`src/design/dfs_ram.sv`:
```
// Simple dual-port synchronous RAM, one write and one registered read port.
// No dependencies.
module dfs_ram #(
  parameter int unsigned Width = 8,
  parameter int unsigned Depth = 64
) (
  input  logic                     clk_i,
  input  logic                     we_i,
  input  logic [$clog2(Depth)-1:0] waddr_i,
  input  logic [Width-1:0]         wdata_i,
  input  logic [$clog2(Depth)-1:0] raddr_i,
  output logic [Width-1:0]         rdata_o
);

  logic [Width-1:0] mem [Depth];
  logic [Width-1:0] rdata_q;

  always_ff @(posedge clk_i) begin
    if (we_i) begin
      mem[waddr_i] <= wdata_i;
    end
    rdata_q <= mem[raddr_i];
  end

  assign rdata_o = rdata_q;

endmodule

```
`config.mk`:
```
export PLATFORM = sky130hd
export DESIGN_NAME = dfs_ram
export DESIGN_NICKNAME = d
export VERILOG_FILES = /design/src/design/dfs_ram.sv
export SDC_FILE = /design/constraint.sdc
export NUM_CORES = 1
export LEC_CHECK = 0
export BUFFER_PORTS_ARGS = -buffer_cell sky130_fd_sc_hd__buf_2
export CORE_MARGIN = 2
export CORE_UTILIZATION = 45
export CTS_BUF_LIST = sky130_fd_sc_hd__clkbuf_8
export DETAILED_ROUTE_END_ITERATION = 10
export PLACE_DENSITY = 0.65
export SLEW_MARGIN = 20
export SYNTH_ARGS = -nofsm -noshare
export SYNTH_HDL_FRONTEND = slang
export SYNTH_SLANG_ARGS = --single-unit
```
`constraint.sdc`:
```
create_clock -name clk_i -period 2.1 [get_ports clk_i]
set_input_delay 0.21 -clock clk_i [delete_from_list [all_inputs] [get_ports clk_i]]
set_output_delay 0.21 -clock clk_i [all_outputs]
set_load 0.005 [all_outputs]
```
==> results.sh, run 1 <==
export IMPL_outcome="complete, no violations"
export IMPL_max_stage_delay_ns=0.47
export IMPL_post_route_drc_count=0
export IMPL_synth_largest_area_cell="edfxtp_1"
export IMPL_tightest_slew_ns=0.727
export IMPL_yosysSeqAreaShare_pct=77.0
export IMPL_dpl_cell_area_sq_um=22000
export IMPL_synth_seq_cells=520
export IMPL_final_common_cell="edfxtp_1"
export IMPL_drt_iter0_drc=1007
export IMPL_p_total_w=0.0204
export IMPL_fmaxAchievable_mhz=496
export IMPL_synthAdderAreaFrac_pct=0
export IMPL_ys_top_cells_by_area="edfxtp_1 (76%), mux4_2 (14%), nor2_1 (1.5%)"
export IMPL_yosysUniqueCellTypes=40
export IMPL_rsz0062_at_grt="no"
export IMPL_synth_top_area_share_pct=76.2
export IMPL_hp_class="input pin to register"
export IMPL_grt_first_pass_wirelength_microns=66800
export IMPL_crit_path_max_fanout=1
export IMPL_synth_simple_gate_area_share_pct=3.39
export IMPL_ant_nets=0
export IMPL_grt_pass1_vias=10400
export IMPL_antenna_found_initial=2
export IMPL_finalHoldViolCount=0
export IMPL_hpwl_microns=28800
export IMPL_clkTransAtPathRegs_ns=0.06
export IMPL_io_pins=30
export IMPL_cts_tree="done"
export IMPL_die_w_microns=216
export IMPL_drive_gt1_share_pct=34.2
export IMPL_synth_edf_count=512
export IMPL_start_util_pct=45.6
export IMPL_cap_violations=0
export IMPL_synthCells=940
export IMPL_core_sq_um=44200
export IMPL_synth_top_family_by_area="multiplexers"
export IMPL_syn_to_final_growth_pct=16.4
export IMPL_hold_end="mem[55][5]"
export IMPL_dp_cells=1651
export IMPL_path_buf_inv=0
export IMPL_hp_start="wdata_i[5]"
export IMPL_clkLatencyLatePin_ns=0.64
export IMPL_avgSynthCellArea_sq_um=21.5
export IMPL_path_cells="mux4_2 -> mux2_2 -> o221a_2 -> nor3_1 -> o32ai_1"
export IMPL_synth_mux_area_share_pct=15.9
export IMPL_first_pass_iters=5
export IMPL_cts_root_buf="clkbuf_8"
export IMPL_vias=10100
export IMPL_nNetsFinal=1164
export IMPL_maxSlewViolCount=0
export IMPL_r2r_start="mem[29][4]"
export IMPL_fin_crit_ns=2.02
export IMPL_layout_common_cells="edfxtp_1 (512), buf_4 (127), mux4_2 (126)"
export IMPL_finalClockSkew_ns=0.0263
export IMPL_hold_depth=1
export IMPL_synth_compound_area_share_pct=2.07
export IMPL_die_y_microns=216
export IMPL_power_density_nw_per_um2=868
export IMPL_wl_per_cell_microns=24.9
export IMPL_relSlewSlack_pct=51.5
export IMPL_max_vdd_ir_drop_mv=0.431
export IMPL_yosys_warnings=0
export IMPL_crit_required_ns=2.60
export IMPL_tns_ns=0
export IMPL_via_per_inst=5.62
export IMPL_r2r_slack_ns=0.08
export IMPL_fillers=3378
export IMPL_wirelength_microns=44800
export IMPL_grt_max_degree=65
export IMPL_cts_max_level=3
export IMPL_r2r_end="rdata_o[4]"
export IMPL_dieArea_sq_um=46500
export IMPL_grt_remaining_overflow=0
export IMPL_synth_ff_type="edfxtp_1"
export IMPL_reg2reg_depth=5
export IMPL_port_buffer_count=29
export IMPL_slowest_stage="mux4_2"
export IMPL_postSynthNetCount=962
export IMPL_placementRows=77
export IMPL_whs_ns=0.0484
export IMPL_startpoint_type="register"
export IMPL_grtUsageTotal_pct=19.7
export IMPL_place_gp_congestion=0.800
export IMPL_synthXorXnorAreaFrac_pct=0
export IMPL_crit_family="multiplexers"
export IMPL_final_cell_area_sq_um=23500
export IMPL_critPathArrivalTime_ns=2.52
export IMPL_endpoint_kind="register"
export IMPL_ys_async_sr_fraction_pct=0
export IMPL_timing_final_crit_share_pct=96.0
export IMPL_cts_made_buffers=80
export IMPL_setup_violations=0
export IMPL_clockBufferDepth=3
export IMPL_fin_cells=1799
export IMPL_syn_area_sq_um=20200
export IMPL_p_leak_nw=7.71
export IMPL_cts_sinks=520
export IMPL_worstSetupPathType="register to register"
==> power breakdown <==
part / switching (W) / internal (W) / leakage [nW]
Combinational: 0.000663 / 0.000497 / 2.20
Sequential: 0.0000403 / 0.0115 / 4.67
Clock: 0.00379 / 0.00389 / 0.836
==> through the flow <==
stage	util, %	setup slack, ns
3_3_place_gp	49.8	-0.156
2_1_floorplan	-	0.222
3_5_place_dp	49.8	-0.188
4_1_cts	53.1	0.0530
6_report	53.1	0.0837
5_1_grt	53.1	0.0739
==> cell families (layout without fill, tap and decap cells) <==
kind of cell | after synthesis | count (layout)
and+or+nand+nor | 153 | 153
AOI/OAI and AO/OA | 54 | 54
buffers and inverters | 51 | 317
DFF | 520 | 520
other | 0 | 1
muxes | 162 | 162
==> cell type report <==
class                   instances  area [sq um]  area share, %
repair buffers                171          1430           6.08
diodes                          1          2.50         0.0107
well taps                     592           741           3.15
flip-flops and latches        520         15500           66.2
multi-input cells             369          4320           18.4
clock buffers                  82          1130           4.81
clock inverters                64           325           1.39
==> cell usage after synthesis (3+ instances only) <==
master,number
mux4_2,126
mux2i_1,23
o22ai_1,8
nand2b_1,7
clkbuf_1,17
o2bb2ai_1,3
nor2_1,83
o2111ai_1,3
buf_4,13
buf_1,4
a221oi_1,6
a22oi_1,3
a21oi_1,3
mux2_2,13
nand3b_1,3
dfxtp_1,8
nand2_1,19
buf_6,4
nand3_1,13
nor3_1,7
buf_2,11
nor2b_1,14
o221ai_1,8
edfxtp_1,512
a211oi_1,4
==> sequential cells by signal (all words and copies together), names as in the netlist <==
register  cells
rdata_o       8
mem         512
==> timing repair <==
action | in CTS | in global routing
buffers inserted | 0 | 0
resized for setup | 0 | 1
hold endpoints to repair | 5 | 0
setup endpoints to repair | 0 | 1
hold buffers | 1 | 0
==> metal layers <==
| metal | track usage [%] | part of all wire, % | wire [microns] | vias up |
|---|---|---|---|---|
| li1 | - | - | - | 4349 |
| met1 | 27.6 | 43 | 19100 | 5321 |
| met2 | 31.3 | 48 | 21700 | 378 |
| met3 | 3.31 | 6.3 | 2840 | 67 |
| met4 | 7.54 | 2.6 | 1180 | 2 |
| met5 | 0 | 0.020 | 9 | - |
==> worst max path at each step <==
stage                from         end  slack (ns)  cells past startpoint
2_1_floorplan  raddr_i[1]  rdata_o[3]        0.22                      7
3_3_place_gp   raddr_i[0]  rdata_o[5]       -0.16                      6
3_5_place_dp   raddr_i[0]  rdata_o[6]       -0.19                      7
4_1_cts        mem[29][6]  rdata_o[6]        0.05                      5
5_1_grt        mem[16][4]  rdata_o[4]        0.07                      5
6_report       mem[29][4]  rdata_o[4]        0.08                      5
No activity file was read; power rests on OpenSTA's default activity.
==> run 2: changes to the inputs <==
--- a/config.mk
+++ b/config.mk
@@ -10,7 +10,6 @@
 export CORE_UTILIZATION = 45
 export CTS_BUF_LIST = sky130_fd_sc_hd__clkbuf_8
 export DETAILED_ROUTE_END_ITERATION = 10
-export PLACE_DENSITY = 0.65
 export SLEW_MARGIN = 20
 export SYNTH_ARGS = -nofsm -noshare
 export SYNTH_HDL_FRONTEND = slang
==> run 2 against run 1 <==
Against the previous run:
- non-clock buffer count decreased by 1
- worst setup slack improved by 0.0090 ns
- cell count increased by 0.39%
- register-to-register slack about the same
- fmax increased by 0.45%
- critical endpoint is now rdata_o[7]
- clock skew decreased by 0.0048 ns
- sequential cell count unchanged
- clock-buffer cell count increased by 6
- cell area about the same
- sequential share of layout area about the same
==> results.sh, run 2 (synthesized netlist as in run 1, its figures left out) <==
export IMPL_reg2reg_depth=4
export IMPL_rsz0062_at_grt="no"
export IMPL_first_pass_iters=4
export IMPL_max_vdd_ir_drop_mv=0.398
export IMPL_grt_pass1_vias=10400
export IMPL_cts_setup_buffers=0
export IMPL_core_sq_um=44200
export IMPL_post_route_drc_count=0
export IMPL_hp_class="input pin to register"
export IMPL_cts_sinks=520
export IMPL_p_leak_nw=7.74
export IMPL_vias=10100
export IMPL_grt_remaining_overflow=0
export IMPL_grt_max_degree=65
export IMPL_largest_reg_flops=512
export IMPL_antenna_found_initial=4
export IMPL_fmaxAchievable_mhz=498
export IMPL_whs_ns=0.0579
export IMPL_finalHoldViolCount=0
export IMPL_grt_first_pass_wirelength_microns=69100
export IMPL_crit_required_ns=2.61
export IMPL_nNetsFinal=1167
export IMPL_hpwl_microns=29200
export IMPL_drt_iter0_drc=971
export IMPL_relSlewSlack_pct=50.4
export IMPL_regMostFlops="mem"
export IMPL_power_density_nw_per_um2=870
export IMPL_finalClockSkew_ns=0.0215
export IMPL_place_gp_congestion=0.815
export IMPL_cts_made_buffers=84
export IMPL_wirelength_microns=46100
export IMPL_io_pins=30
export IMPL_cap_violations=0
export IMPL_cts_tree="done"
export IMPL_final_common_cell="edfxtp_1"
export IMPL_fin_crit_ns=2.01
export IMPL_via_per_inst=5.61
export IMPL_placementRows=77
export IMPL_hp_start="wdata_i[7]"
export IMPL_syn_to_final_growth_pct=16.4
export IMPL_port_buffer_count=29
export IMPL_grtUsageTotal_pct=20.5
export IMPL_endpoint_kind="register"
export IMPL_tns_ns=0
export IMPL_cts_repair_resized=0
export IMPL_die_w_microns=216
export IMPL_critPathArrivalTime_ns=2.51
export IMPL_startpoint_type="register"
export IMPL_r2r_start="mem[39][7]"
export IMPL_clkTransAtPathRegs_ns=0.06
export IMPL_clkLatencyLatePin_ns=0.65
export IMPL_timing_final_crit_share_pct=95.6
export IMPL_clockBufferDepth=3
export IMPL_postCtsHoldBufs=1
export IMPL_wl_per_cell_microns=25.5
export IMPL_die_y_microns=216
export IMPL_tightest_slew_ns=0.743
export IMPL_cts_max_level=3
export IMPL_start_util_pct=45.6
export IMPL_drive_gt1_share_pct=34.1
export IMPL_cts_root_buf="clkbuf_8"
export IMPL_crit_start="mem[39][7]"
export IMPL_dieArea_sq_um=46500
export IMPL_crit_path_max_fanout=1
export IMPL_maxSlewViolCount=0
export IMPL_worstSetupPathType="register to register"
export IMPL_setup_violations=0
export IMPL_layout_common_cells="edfxtp_1 (512), buf_4 (130), mux4_2 (126)"
export IMPL_hold_depth=2
export IMPL_outcome="complete, no violations"
export IMPL_ant_nets=0
==> run 2: cell types whose count changed in the layout (fill, tap and decap cells not counted), sizes merged <==
| cell | delta |
|---|---|
| buf | -1 |
| bufinv | -2 |
| clkbuf | +6 |
| clkinv | -8 |
| clkinvlp | +2 |
| diode | +1 |
| inv | +9 |
==> run 2: power breakdown <==
part,internal [W],switching (W),leakage [nW]
combinational,0.000492,0.000663,2.19
sequential,0.0115,0.0000433,4.67
clock,0.00388,0.00387,0.879
total,0.0159,0.00458,7.74
==> run 2: path summary, 6_finish.rpt <==
| kind | slack [ns] | endpoint |
|---|---|---|
| worst max-delay path | 0.09 | rdata_o[7] |
| worst min-delay path | 0.06 | mem[52][7] |
| worst max register to register | 0.09 | rdata_o[7] |
| worst min register to register | 0.83 | rdata_o[6] |
==> run 2: routing by layer <==
metal	up-vias	GRT usage, %	wire, microns
met5	-	0	13
met4	2	7.22	1100
met3	67	5.06	2970
met2	286	31.3	21800
met1	5405	29.0	20200
li1	4365	-	-
==> run 2: cell type report <==
| cell class | count | area (sq um) |
|---|---|---|
| fill | 3489 | 20700 |
| sequential | 520 | 15500 |
| timing repair buffer | 170 | 1400 |
| multi-input combinational | 369 | 4320 |
| clock buffer | 88 | 1210 |
| tap | 592 | 741 |
| antenna | 2 | 5.00 |
| clock inverter | 65 | 277 |
==> run 2: worst max-delay path, stage by stage (launching register included) <==
cell and delay, ns:
edfxtp_1 0.37, mux4_2 0.53, mux4_2 0.49, o21ai_0 0.41, nand2_1 0.09
==> run 2: stage by stage <==
stage	cell area, sq um	power, W	util, %	cells	worst slack, ns
detailed placement	22000	0.0129	49.7	1650	-0.199
global placement	22000	0.0129	49.7	1650	-0.201
floorplan	20200	0.0123	-	940	0.222
CTS	23500	0.0207	53.1	1804	0.0775
finish	23500	0.0204	53.1	1806	0.0927
global route	23500	0.0212	53.1	1804	0.0235
==> run 3: changes to the inputs <==
--- a/config.mk
+++ b/config.mk
@@ -10,7 +10,7 @@
 export CORE_UTILIZATION = 45
 export CTS_BUF_LIST = sky130_fd_sc_hd__clkbuf_8
 export DETAILED_ROUTE_END_ITERATION = 10
-export SLEW_MARGIN = 20
+export MAX_ROUTING_LAYER = met4
 export SYNTH_ARGS = -nofsm -noshare
 export SYNTH_HDL_FRONTEND = slang
 export SYNTH_SLANG_ARGS = --single-unit
==> constraint.sdc (replaced) <==
create_clock -name clk_i -period 2.2 [get_ports clk_i]
set_input_delay 0.22 -clock clk_i [delete_from_list [all_inputs] [get_ports clk_i]]
set_output_delay 0.22 -clock clk_i [all_outputs]
set_load 0.005 [all_outputs]
==> run 3 against run 2 <==
Against the previous run:
- first-iteration DRC count rose by 18%
- hold slack got worse by 0.0065 ns
- utilization rose by 0.41 points
- worst setup slack improved by 0.16 ns
- register-to-register slack improved by 0.16 ns
- largest cell class unchanged
- highest routed layer is now met4
==> results.sh, run 3 (synthesized netlist as in run 1, its figures left out) <==
export IMPL_clkTransAtPathRegs_ns=0.06
export IMPL_place_gp_congestion=0.798
export IMPL_cts_made_buffers=84
export IMPL_startpoint_type="register"
export IMPL_grt_first_pass_wirelength_microns=68600
export IMPL_wl_per_cell_microns=25.6
export IMPL_dp_worst_setup_slack_ns=-0.0857
export IMPL_first_pass_iters=5
export IMPL_layout_common_cells="edfxtp_1 (512), mux4_2 (126), buf_4 (120)"
export IMPL_endpoint_kind="register"
export IMPL_cap_violations=0
export IMPL_maxSlewViolCount=0
export IMPL_dieArea_sq_um=46500
export IMPL_core_sq_um=44200
export IMPL_final_common_cell="edfxtp_1"
export IMPL_grtUsageTotal_pct=21.0
export IMPL_max_vdd_ir_drop_mv=0.336
export IMPL_power_density_nw_per_um2=849
export IMPL_placementRows=77
export IMPL_tightest_slew_ns=0.703
export IMPL_die_w_microns=216
export IMPL_p_sw_share_pct=21.4
export IMPL_via_per_inst=5.59
export IMPL_cts_max_level=3
export IMPL_syn_to_final_growth_pct=17.3
export IMPL_ant_nets=0
export IMPL_combPwrFrac_pct=5.6
export IMPL_pwr_share_seq_pct=54.8
export IMPL_post_route_drc_count=0
export IMPL_nNetsFinal=1166
export IMPL_largest_reg_flops=512
export IMPL_p_total_w=0.0201
export IMPL_hpwl_microns=29300
export IMPL_drive_gt1_share_pct=34.4
export IMPL_clockBufferDepth=3
export IMPL_antenna_found_initial=1
export IMPL_final_cell_area_sq_um=23700
export IMPL_grt_max_degree=65
export IMPL_cts_tree="done"
export IMPL_fillers=3404
export IMPL_timing_final_crit_share_pct=88.6
export IMPL_regMostFlops="mem"
export IMPL_final_core_util_pct=53.5
export IMPL_crit_required_ns=2.70
export IMPL_io_pins=30
export IMPL_dpl_cell_area_sq_um=22000
export IMPL_cts_repair_resized=0
export IMPL_start_util_pct=45.6
export IMPL_fmaxAchievable_mhz=513
export IMPL_p_int_w=0.0158
export IMPL_p_leak_nw=7.79
export IMPL_cts_sinks=520
export IMPL_p_switching_w=0.00430
export IMPL_critPathArrivalTime_ns=2.45
export IMPL_r2r_slack_ns=0.25
export IMPL_drt_iter0_drc=1150
export IMPL_vias=10100
export IMPL_grt_pass1_vias=10600
export IMPL_wirelength_microns=46000
export IMPL_finalHoldViolCount=0
export IMPL_clkLatencyLatePin_ns=0.64
export IMPL_relSlewSlack_pct=53.1
export IMPL_crit_path_max_fanout=1
export IMPL_finalClockSkew_ns=0.0231
export IMPL_rsz0062_at_grt="no"
export IMPL_whs_ns=0.0514
export IMPL_clockPowerShare_pct=39.7
export IMPL_fin_crit_ns=1.95
export IMPL_cts_root_buf="clkbuf_8"
export IMPL_grt_remaining_overflow=0
export IMPL_worstSetupPathType="register to register"
export IMPL_die_y_microns=216
export IMPL_outcome="complete, no violations"
export IMPL_timing_final_ws_setup_ns=0.250
export IMPL_port_buffer_count=29
export IMPL_setup_violations=0
export IMPL_hp_class="input pin to register"
[run 3: repair_timing]
action,in CTS,in global routing
hold buffers,2,0
buffers inserted,0,0
endpoints found under the hold margin,22,0
[run 3: final timing paths]
kind | from | to | cells after the start
setup / recovery | mem[28][6] | rdata_o[6] | 5
hold / removal | wdata_i[5] | mem[63][5] | 1
setup reg to reg | mem[28][6] | rdata_o[6] | 5
hold reg to reg | mem[30][6] | rdata_o[6] | 3
[run 3: layer usage]
layer / up-vias / share of wire (%) / GRT usage (%)
met5: - / 0 / -
met4: 0 / 2.2 / 7.29
met3: 64 / 6.4 / 3.76
met2: 338 / 48 / 32.3
met1: 5315 / 43 / 28.4
li1: 4344 / - / -
[run 3: power by group through the flow]
stage / Sequential, W / Combinational (W) / Clock (W)
2_1_floorplan: 0.0112 / 0.000584 / 0
3_3_place_gp: 0.0112 / 0.00112 / 0
3_5_place_dp: 0.0112 / 0.00113 / 0
4_1_cts: 0.0110 / 0.00114 / 0.00818
5_1_grt: 0.0110 / 0.00120 / 0.00860
6_report: 0.0110 / 0.00112 / 0.00797
[run 3: worst max-delay path: stages, from the launching register on]
cell and delay [ns]:
edfxtp_1 0.37, mux4_2 0.47, mux2_2 0.28, o221a_2 0.29, nor3_1 0.30, o32ai_1 0.14
[run 3: area by class of cell]
cell class | count | area (sq um) | area share [%]
multi-input combinational | 369 | 4320 | 18.2
antenna | 1 | 2.50 | 0.0106
clock buffer | 90 | 1240 | 5.23
timing repair buffer | 169 | 1470 | 6.19
tap | 592 | 741 | 3.13
clock inverter | 58 | 367 | 1.55
sequential | 520 | 15500 | 65.6
[run 3: metrics by stage]
| step | instances | setup TNS [ns] |
|---|---|---|
| after floorplan | 940 | 0 |
| after global placement | 1648 | -0.259 |
| after detailed placement | 1648 | -0.360 |
| after CTS | 1798 | 0 |
| after global routing | 1799 | 0 |
| final | 1799 | 0 |
